--- src/design/masked_softmax_cross_entropy_core_assert.svh ---
// ----------------------------------------------------------------------------
// assertion macros
// clocked property checks, one with reset qualification and one without
// ----------------------------------------------------------------------------
`ifndef MASKED_SOFTMAX_CROSS_ENTROPY_CORE_ASSERT_SVH
`define MASKED_SOFTMAX_CROSS_ENTROPY_CORE_ASSERT_SVH

`ifndef NO_ASSERTIONS
`define MSCE_ASSERT(lbl, clk, rst_n, prop, msg) \
  lbl: assert property (@(posedge clk) disable iff (!rst_n) prop) else $error(msg);
`define MSCE_ASSERT_NR(lbl, clk, prop, msg) \
  lbl: assert property (@(posedge clk) prop) else $error(msg);
`else
`define MSCE_ASSERT(lbl, clk, rst_n, prop, msg)
`define MSCE_ASSERT_NR(lbl, clk, prop, msg)
`endif

`endif

--- src/design/msce_pkg.sv ---
// ----------------------------------------------------------------------------
// msce_pkg
// shared constants, exp tables, and controller/datapath command types
// ----------------------------------------------------------------------------
package msce_pkg;

  localparam int unsigned MAX_CLASSES_DEF = 64;

  localparam logic [31:0] ONE21     = 32'h0020_0000;
  localparam logic [35:0] LN2_Q31   = 36'd1488522236;
  localparam logic [24:0] LOSS_CAP  = 25'd1207218;
  localparam logic [15:0] EXP_LIMIT = 16'd6144;
  localparam logic [63:0] MEAN_MAX  = 64'd134217727;
  localparam logic [3:0]  TERM_LAST = 4'd12;

  typedef logic [23:0][31:0]  exp_a_tab_t;
  typedef logic [255:0][31:0] exp_b_tab_t;

  typedef enum logic [1:0] {
    DIV_LN,
    DIV_TERM,
    DIV_MEAN
  } div_op_e;

  typedef struct packed {
    logic    accept;
    logic    exp_mul;
    logic    exp_acc;
    logic    count_inc;
    logic    div_start;
    div_op_e div_op;
    logic    z_load;
    logic    z2_load;
    logic    term_mul;
    logic    term_acc;
    logic    ln_final;
    logic    walk_acc;
    logic    row_clear;
    logic    out_load;
  } cmd_t;

  typedef struct packed {
    logic in_go;
    logic in_end;
    logic item_end;
    logic row_masked;
    logic set_end;
    logic j_last;
    logic walk_last;
    logic count_zero;
    logic div_done;
    logic out_busy;
  } sts_t;

  // exp(-f/256) in Q1.31, truncated taylor series
  function automatic logic [63:0] exp_piece(input logic [8:0] f);
    logic [63:0] t;
    logic [63:0] pos;
    logic [63:0] neg;
    t   = 64'd1 << 31;
    pos = t;
    neg = '0;
    for (int n = 1; n <= 16; n++) begin
      t = (t * {55'd0, f}) / 64'(256 * n);
      if ((n % 2) == 1) begin
        neg = neg + t;
      end else begin
        pos = pos + t;
      end
    end
    return pos - neg;
  endfunction

  function automatic exp_a_tab_t build_exp_a();
    exp_a_tab_t  tab;
    logic [63:0] p;
    logic [63:0] em1;
    p   = 64'd1 << 31;
    em1 = exp_piece(9'd256);
    for (int i = 0; i < 24; i++) begin
      tab[i] = p[31:0];
      p = (p * em1 + (64'd1 << 30)) >> 31;
    end
    return tab;
  endfunction

  function automatic exp_b_tab_t build_exp_b();
    exp_b_tab_t  tab;
    logic [63:0] v;
    for (int i = 0; i < 256; i++) begin
      v = exp_piece(9'(i));
      tab[i] = v[31:0];
    end
    return tab;
  endfunction

  localparam exp_a_tab_t EXP_A = build_exp_a();
  localparam exp_b_tab_t EXP_B = build_exp_b();

endpackage

--- src/design/msce_ctrl.sv ---
// ----------------------------------------------------------------------------
// msce_ctrl
// sequencer for item update, row-end log and loss walk, and set-end mean
// ----------------------------------------------------------------------------
module msce_ctrl (
  input  logic           clk_i,
  input  logic           rst_ni,
  input  logic           in_valid_i,
  output logic           in_ready_o,
  input  msce_pkg::sts_t sts_i,
  output msce_pkg::cmd_t cmd_o
);
  import msce_pkg::*;

  typedef enum logic [16:0] {
    S_IDLE = 17'b00000000000000001,
    S_EXP  = 17'b00000000000000010,
    S_ACC  = 17'b00000000000000100,
    S_REND = 17'b00000000000001000,
    S_LN0  = 17'b00000000000010000,
    S_LNW  = 17'b00000000000100000,
    S_Z2   = 17'b00000000001000000,
    S_TM   = 17'b00000000010000000,
    S_TDS  = 17'b00000000100000000,
    S_TDW  = 17'b00000001000000000,
    S_LNF  = 17'b00000010000000000,
    S_WRD  = 17'b00000100000000000,
    S_WACC = 17'b00001000000000000,
    S_RCLR = 17'b00010000000000000,
    S_QDIV = 17'b00100000000000000,
    S_QW   = 17'b01000000000000000,
    S_OUT  = 17'b10000000000000000
  } state_e;

  state_e state_q, state_d;

  assign in_ready_o = (state_q == S_IDLE);

  always_comb begin
    cmd_o   = '0;
    cmd_o.div_op = DIV_LN;
    state_d = state_q;
    case (state_q)
      S_IDLE: begin
        if (in_valid_i) begin
          cmd_o.accept = 1'b1;
          if (sts_i.in_go) begin
            state_d = S_EXP;
          end else if (sts_i.in_end) begin
            state_d = S_REND;
          end
        end
      end
      S_EXP: begin
        cmd_o.exp_mul = 1'b1;
        state_d = S_ACC;
      end
      S_ACC: begin
        cmd_o.exp_acc = 1'b1;
        state_d = sts_i.item_end ? S_REND : S_IDLE;
      end
      S_REND: begin
        state_d = sts_i.row_masked ? S_LN0 : S_RCLR;
      end
      S_LN0: begin
        cmd_o.div_start = 1'b1;
        cmd_o.div_op    = DIV_LN;
        cmd_o.count_inc = 1'b1;
        state_d = S_LNW;
      end
      S_LNW: begin
        if (sts_i.div_done) begin
          cmd_o.z_load = 1'b1;
          state_d = S_Z2;
        end
      end
      S_Z2: begin
        cmd_o.z2_load = 1'b1;
        state_d = S_TM;
      end
      S_TM: begin
        cmd_o.term_mul = 1'b1;
        state_d = S_TDS;
      end
      S_TDS: begin
        cmd_o.div_start = 1'b1;
        cmd_o.div_op    = DIV_TERM;
        state_d = S_TDW;
      end
      S_TDW: begin
        if (sts_i.div_done) begin
          cmd_o.term_acc = 1'b1;
          state_d = sts_i.j_last ? S_LNF : S_TM;
        end
      end
      S_LNF: begin
        cmd_o.ln_final = 1'b1;
        state_d = S_WRD;
      end
      S_WRD: begin
        state_d = S_WACC;
      end
      S_WACC: begin
        cmd_o.walk_acc = 1'b1;
        state_d = sts_i.walk_last ? S_RCLR : S_WRD;
      end
      S_RCLR: begin
        cmd_o.row_clear = 1'b1;
        state_d = sts_i.set_end ? S_QDIV : S_IDLE;
      end
      S_QDIV: begin
        if (sts_i.count_zero) begin
          state_d = S_OUT;
        end else begin
          cmd_o.div_start = 1'b1;
          cmd_o.div_op    = DIV_MEAN;
          state_d = S_QW;
        end
      end
      S_QW: begin
        if (sts_i.div_done) begin
          state_d = S_OUT;
        end
      end
      S_OUT: begin
        if (!sts_i.out_busy) begin
          cmd_o.out_load = 1'b1;
          state_d = S_IDLE;
        end
      end
      default: begin
        state_d = S_IDLE;
      end
    endcase
  end

  always_ff @(posedge clk_i or negedge rst_ni) begin
    if (!rst_ni) begin
      state_q <= S_IDLE;
    end else begin
      state_q <= state_d;
    end
  end

endmodule

--- config.mk ---
export PLATFORM = sky130hd
export DESIGN_NAME = msce_ctrl
export DESIGN_NICKNAME = d
export VERILOG_FILES = /design/src/design/masked_softmax_cross_entropy_core_assert.svh /design/src/design/msce_pkg.sv /design/src/design/msce_ctrl.sv
export SDC_FILE = /design/constraint.sdc
export NUM_CORES = 1
export LEC_CHECK = 0
export BUFFER_PORTS_ARGS = -buffer_cell sky130_fd_sc_hd__clkbuf_2
export CORE_MARGIN = 2
export CORE_UTILIZATION = 30
export DETAILED_ROUTE_END_ITERATION = 7
export GPL_TIMING_DRIVEN = 0
export HOLD_SLACK_MARGIN = 0.03
export PLACE_DENSITY = 0.53
export SYNTH_ARGS = -nofsm -noshare
export SYNTH_HDL_FRONTEND = slang
export SYNTH_SLANG_ARGS = --single-unit
--- constraint.sdc ---
create_clock -name clk_i -period 6.73 [get_ports clk_i]
set_clock_uncertainty 0.15 [all_clocks]
set_input_delay 1.6825 -clock clk_i [delete_from_list [all_inputs] [get_ports clk_i]]
set_output_delay 1.6825 -clock clk_i [all_outputs]
set_load 0.02 [all_outputs]
; Word level (Yosys, flattened, before mapping)
; Index checks and enable logic that the tools add are counted.
[totals]
register_bits = 17
inputBits = 13
out_inout_bits = 16
wordCells = 56
[classes]
n_eq_ne = 23
mux = 31
reduce_logical = 1
[op_table]
columns = operator, n
row1 = $pmux 17 s17, 1
row2 = $mux 17, 8
row3 = $mux 14, 2
row4 = $eq 17x1->1 const B, 1
row5 = $eq 17x10->1 const B, 1
row6 = $eq 17x11->1 const B, 1
row7 = $eq 17x12->1 const B, 1
row8 = $eq 17x13->1 const B, 1
row9 = $eq 17x14->1 const B, 1
row10 = $eq 17x15->1 const B, 1
row11 = $eq 17x16->1 const B, 1
row12 = $eq 17x17->1 const B, 1
row13 = $eq 17x2->1 const B, 1
row14 = $eq 17x3->1 const B, 1
row15 = $eq 17x4->1 const B, 1
row16 = $eq 17x5->1 const B, 1
row17 = $eq 17x6->1 const B, 1
row18 = $eq 17x7->1 const B, 1
row19 = $eq 17x8->1 const B, 1
row20 = $eq 17x9->1 const B, 1
row21 = $mux 1, 15
row22 = $mux 15, 1
row23 = $mux 11, 1
row24 = $ne 2x2->1 const B, 5
row25 = 5 further kinds, 5

; Longest topological paths before layout
[logic_depth]
word_depth = 4
mapped_depth = 6
mapped_depth_nobuf = 5

; Worst setup path before layout
; OpenSTA, ideal clock, no wires.
[synth_path]
kind = input to output
startpoint = in sts_i[0] (netlist name)
endpoint = out cmd_o[0] (netlist name)
arrival_time_ps = 2458
required_ps = 4898
setup_slack_ps = 2439
path_stages = 1
n_path_buf = 0
path_cell_list = nor4b_1
[synth_via]
elab_chain_len = 2
[synth_lines]
columns = item, line
row1 = start: declaration, msce_ctrl.sv:10  ; input msce_pkg::sts_t sts_i,
row2 = $mux 1, msce_ctrl.sv:126  ; if (!sts_i.out_busy) begin
row3 = $mux 1, msce_ctrl.sv:43  ; case (state_q)
row4 = end: declaration, msce_ctrl.sv:11  ; output msce_pkg::cmd_t cmd_o
; Every way passes these cells.

==> summary.txt <==
Placement
  • Port Buf Inserts: 28
  • Placed Area: 1370 sq um
  • Dpl ws: roughly 2.6 ns
  • RePlAce Congestion: 0.850
  • Dpl hpwl: 2310 um

Power and ir drop
  • Internal power: 0.251 mW
  • Sequential power share: 0.314
  • Comb pwr share: 0.504
  • Clock share of power: 0.181
  • Switching Fraction: 0.423
  • Leakage: 0.750 nW
  • P per Cell Area: approximately 300 nW/um^2
  • Final Power: 0.435 mW
  • Psw: 0.184 mW
  • Maximum vdd drop: roughly 0.083 mV

Worst setup path
  • Buf/Inv on CP: 2
  • Top delay family on crit path: simple AND/OR/NAND/NOR gates
  • Most used cell, CP: nand3_1
  • Critical-path maximum fanout: 7
  • Critical path class: flip-flop to output pin
  • CP Capture Type: output pin
  • Worst path cell trace: or4_1 -> clkbuf_1 -> nor3_1 -> nor3b_1 -> nand3_1 -> nand3_1 -> clkbuf_2
  • Crit path launch type: flip-flop
  • CP max stage delay: 0.52 ns
  • CP arrival: 2.64 ns
  • CP required: 4.90 ns
  • Slowest CP cell: or4_1

Synth
  • Most instantiated library cell after synthesis: dfrtp_1
  • Ys flop type: dfrtp_1
  • Post-synth net total: 142
  • Cell variety after synth: 45
  • Mapped Area: 1170 sq um
  • Cell count after synthesis: 129
  • Post-synth EDFFs: 0
  • Yosys reg bits: 17
  • Synth warn: 0
  • Synth area leaders: dfrtp_1, nor4b_1, and2_1, and3_1, nor3b_1
  • Ys async rst share: 1.00
  • Synth cell count leaders: dfrtp_1, inv_1
  • Sequential share of the synthesized area: 0.365
  • Dominant cell type by area after synthesis: dfrtp_1
  • Top cell type's share of synthesized area: 0.343
  • Synthesized area per cell: 9.05 sq um

Drt
  • Wirelength per Cell: 14.2 um
  • Initial DRT Pass Iterations: 4
  • DRC: 0
  • Vias per std cell: 5.29
  • Post-route ant nets: 0
  • DRT iter0 DRCs: 29
  • Total Wirelength: 2970 um
  • Vias: 1105

Die
  • Core footprint: between 3000 and 4000 sq um
  • Die width: 66.4 um
  • Ports: 29
  • Initial Utilization: 0.316
  • Die Y: 66.4 um
  • Die ar.: 4410 sq um
  • Cell Rows: 22

Timing
  • RSZ-0062 raised after global routing: no
  • Final worst-path cycle share: 0.665
  • Slew Viols, Final: 0
  • Total Neg Setup Slack: 0 ns
  • Finish-stage setup viols: 0
  • Tightest Pin Transition: 0.649 ns
  • Fmax: about 220 MHz
  • Final hold vios: 0
  • Fin crit period: around 4.5 ns
  • Final Worst Setup Slack: 2.26 ns
  • Rel. slew slack: 0.564

Global routing
  • Initial antenna violation count: 0
  • First-pass GRT wire length: around 5000 um
  • Vias in the first global route: ~1100
  • Largest net degree at the start of global routing: 18
  • Gr usage total: 0.149
  • Global route total overflow: 0

Layout
  • # nets final: 175
  • Top Registers: state_q (17)
  • Core Util, Final: 0.383
  • Finished Cell Area: 1410 sq um
  • Max reg flops: 17
  • Reg with most FFs: state_q
  • Proportion of layout cells with a drive suffix above 1: 0.292
  • N_diodes: 0
  • Area Overhead vs Synth: 21.0%

Run
  • Max cap viols: 0

Clocking
  • Clock-pin slew on the worst setup and hold paths: roughly 0.070 ns
  • # resized after CTS: 0
  • CTS tree: done
  • CTS buffer count: 3
  • CTS Hold Bufs: 0
  • Postcts setup bufs: 0
  • Root Driver: clkbuf_8
  • Worst-Skew Late Latency: 0.26 ns
  • Sink Count: 17
  • Clock Path Buffers: 2
  • Max H-tree Level: 1

Status
  • Status: finished clean

Min path
  • Hold Crit Class: flip-flop to flip-flop
==> layout by cell type, fill, tap and decap left out, types with 2 or more instances in the layout <==
cell,n
clkbuf_2,28
dfrtp_1,16
inv_1,9
nor2_1,6
nand2_1,6
nor4_1,6
and2_1,6
and3_1,6
or4_1,5
nor3_1,5
nor3b_1,5
nor4b_1,5
nand3_1,4
clkbuf_1,3
xnor2_1,3
o21ai_0,3
a21oi_1,3
a21o_1,3
clkbuf_8,3
or2_2,2
or4_4,2
nand2b_1,2
nor4_2,2
nand4_1,2
o21ai_1,2
a22oi_1,2
xor2_1,2
==> power by group through the flow <==
stage	clock [mW]	combinational, mW	sequential, mW
after global placement	0	0.218	0.137
final	0.0790	0.220	0.137
after CTS	0.0809	0.221	0.137
after global routing	0.0857	0.246	0.141
after floorplan	0	0.166	0.133
after detailed placement	0	0.219	0.138
==> through the flow <==
stage	cells	hold WS, ns
2_1_floorplan	129	0.319
3_3_place_gp	205	0.349
3_5_place_dp	205	0.355
4_1_cts	209	0.367
5_1_grt	209	0.385
6_report	209	0.366
==> layer usage <==
metal / vias to the layer above / track usage / share of wire
met4: 0 / 0.0536 / 0.014
met5: - / 0 / 0
met1: 520 / 0.210 / 0.50
met3: 5 / 0.0204 / 0.042
met2: 25 / 0.231 / 0.44
li1: 555 / - / -
==> cell families after synthesis <==
kind of cell              Yosys count  synth area share
xor gates and xnor gates            5            0.0375
buffers and inverters              13            0.0493
and+or+nand+nor                    71             0.402
DFF                                17             0.365
AOI/OAI and AO/OA                  23             0.146
==> area by class of cell <==
type	instances	area (sq um)
buffer	4	23.8
fill	399	2280
inverter	9	33.8
multi-input combinational	99	683
tap	48	60.1
clock buffer	4	45.0
timing repair buffer	28	140
sequential	17	427
==> final timing paths <==
check | start | end | slack, ns | depth (start not counted)
setup / recovery | state_q[5]$_DFFE_PN0P_ | cmd_o[10] | 2.26 | 7
hold / removal | state_q[10]$_DFFE_PN0P_ | state_q[12]$_DFFE_PN0P_ | 0.37 | 1
setup reg to reg | state_q[9]$_DFFE_PN0P_ | state_q[10]$_DFFE_PN0P_ | 4.13 | 6
hold reg to reg | state_q[10]$_DFFE_PN0P_ | state_q[12]$_DFFE_PN0P_ | 0.37 | 1
max in group asynchronous | rst_ni | state_q[0]$_DFFE_PN1P_ | 4.87 | 1
min in group asynchronous | rst_ni | state_q[12]$_DFFE_PN0P_ | 1.22 | 1
Note: power is estimated with default switching activity, not from simulation.
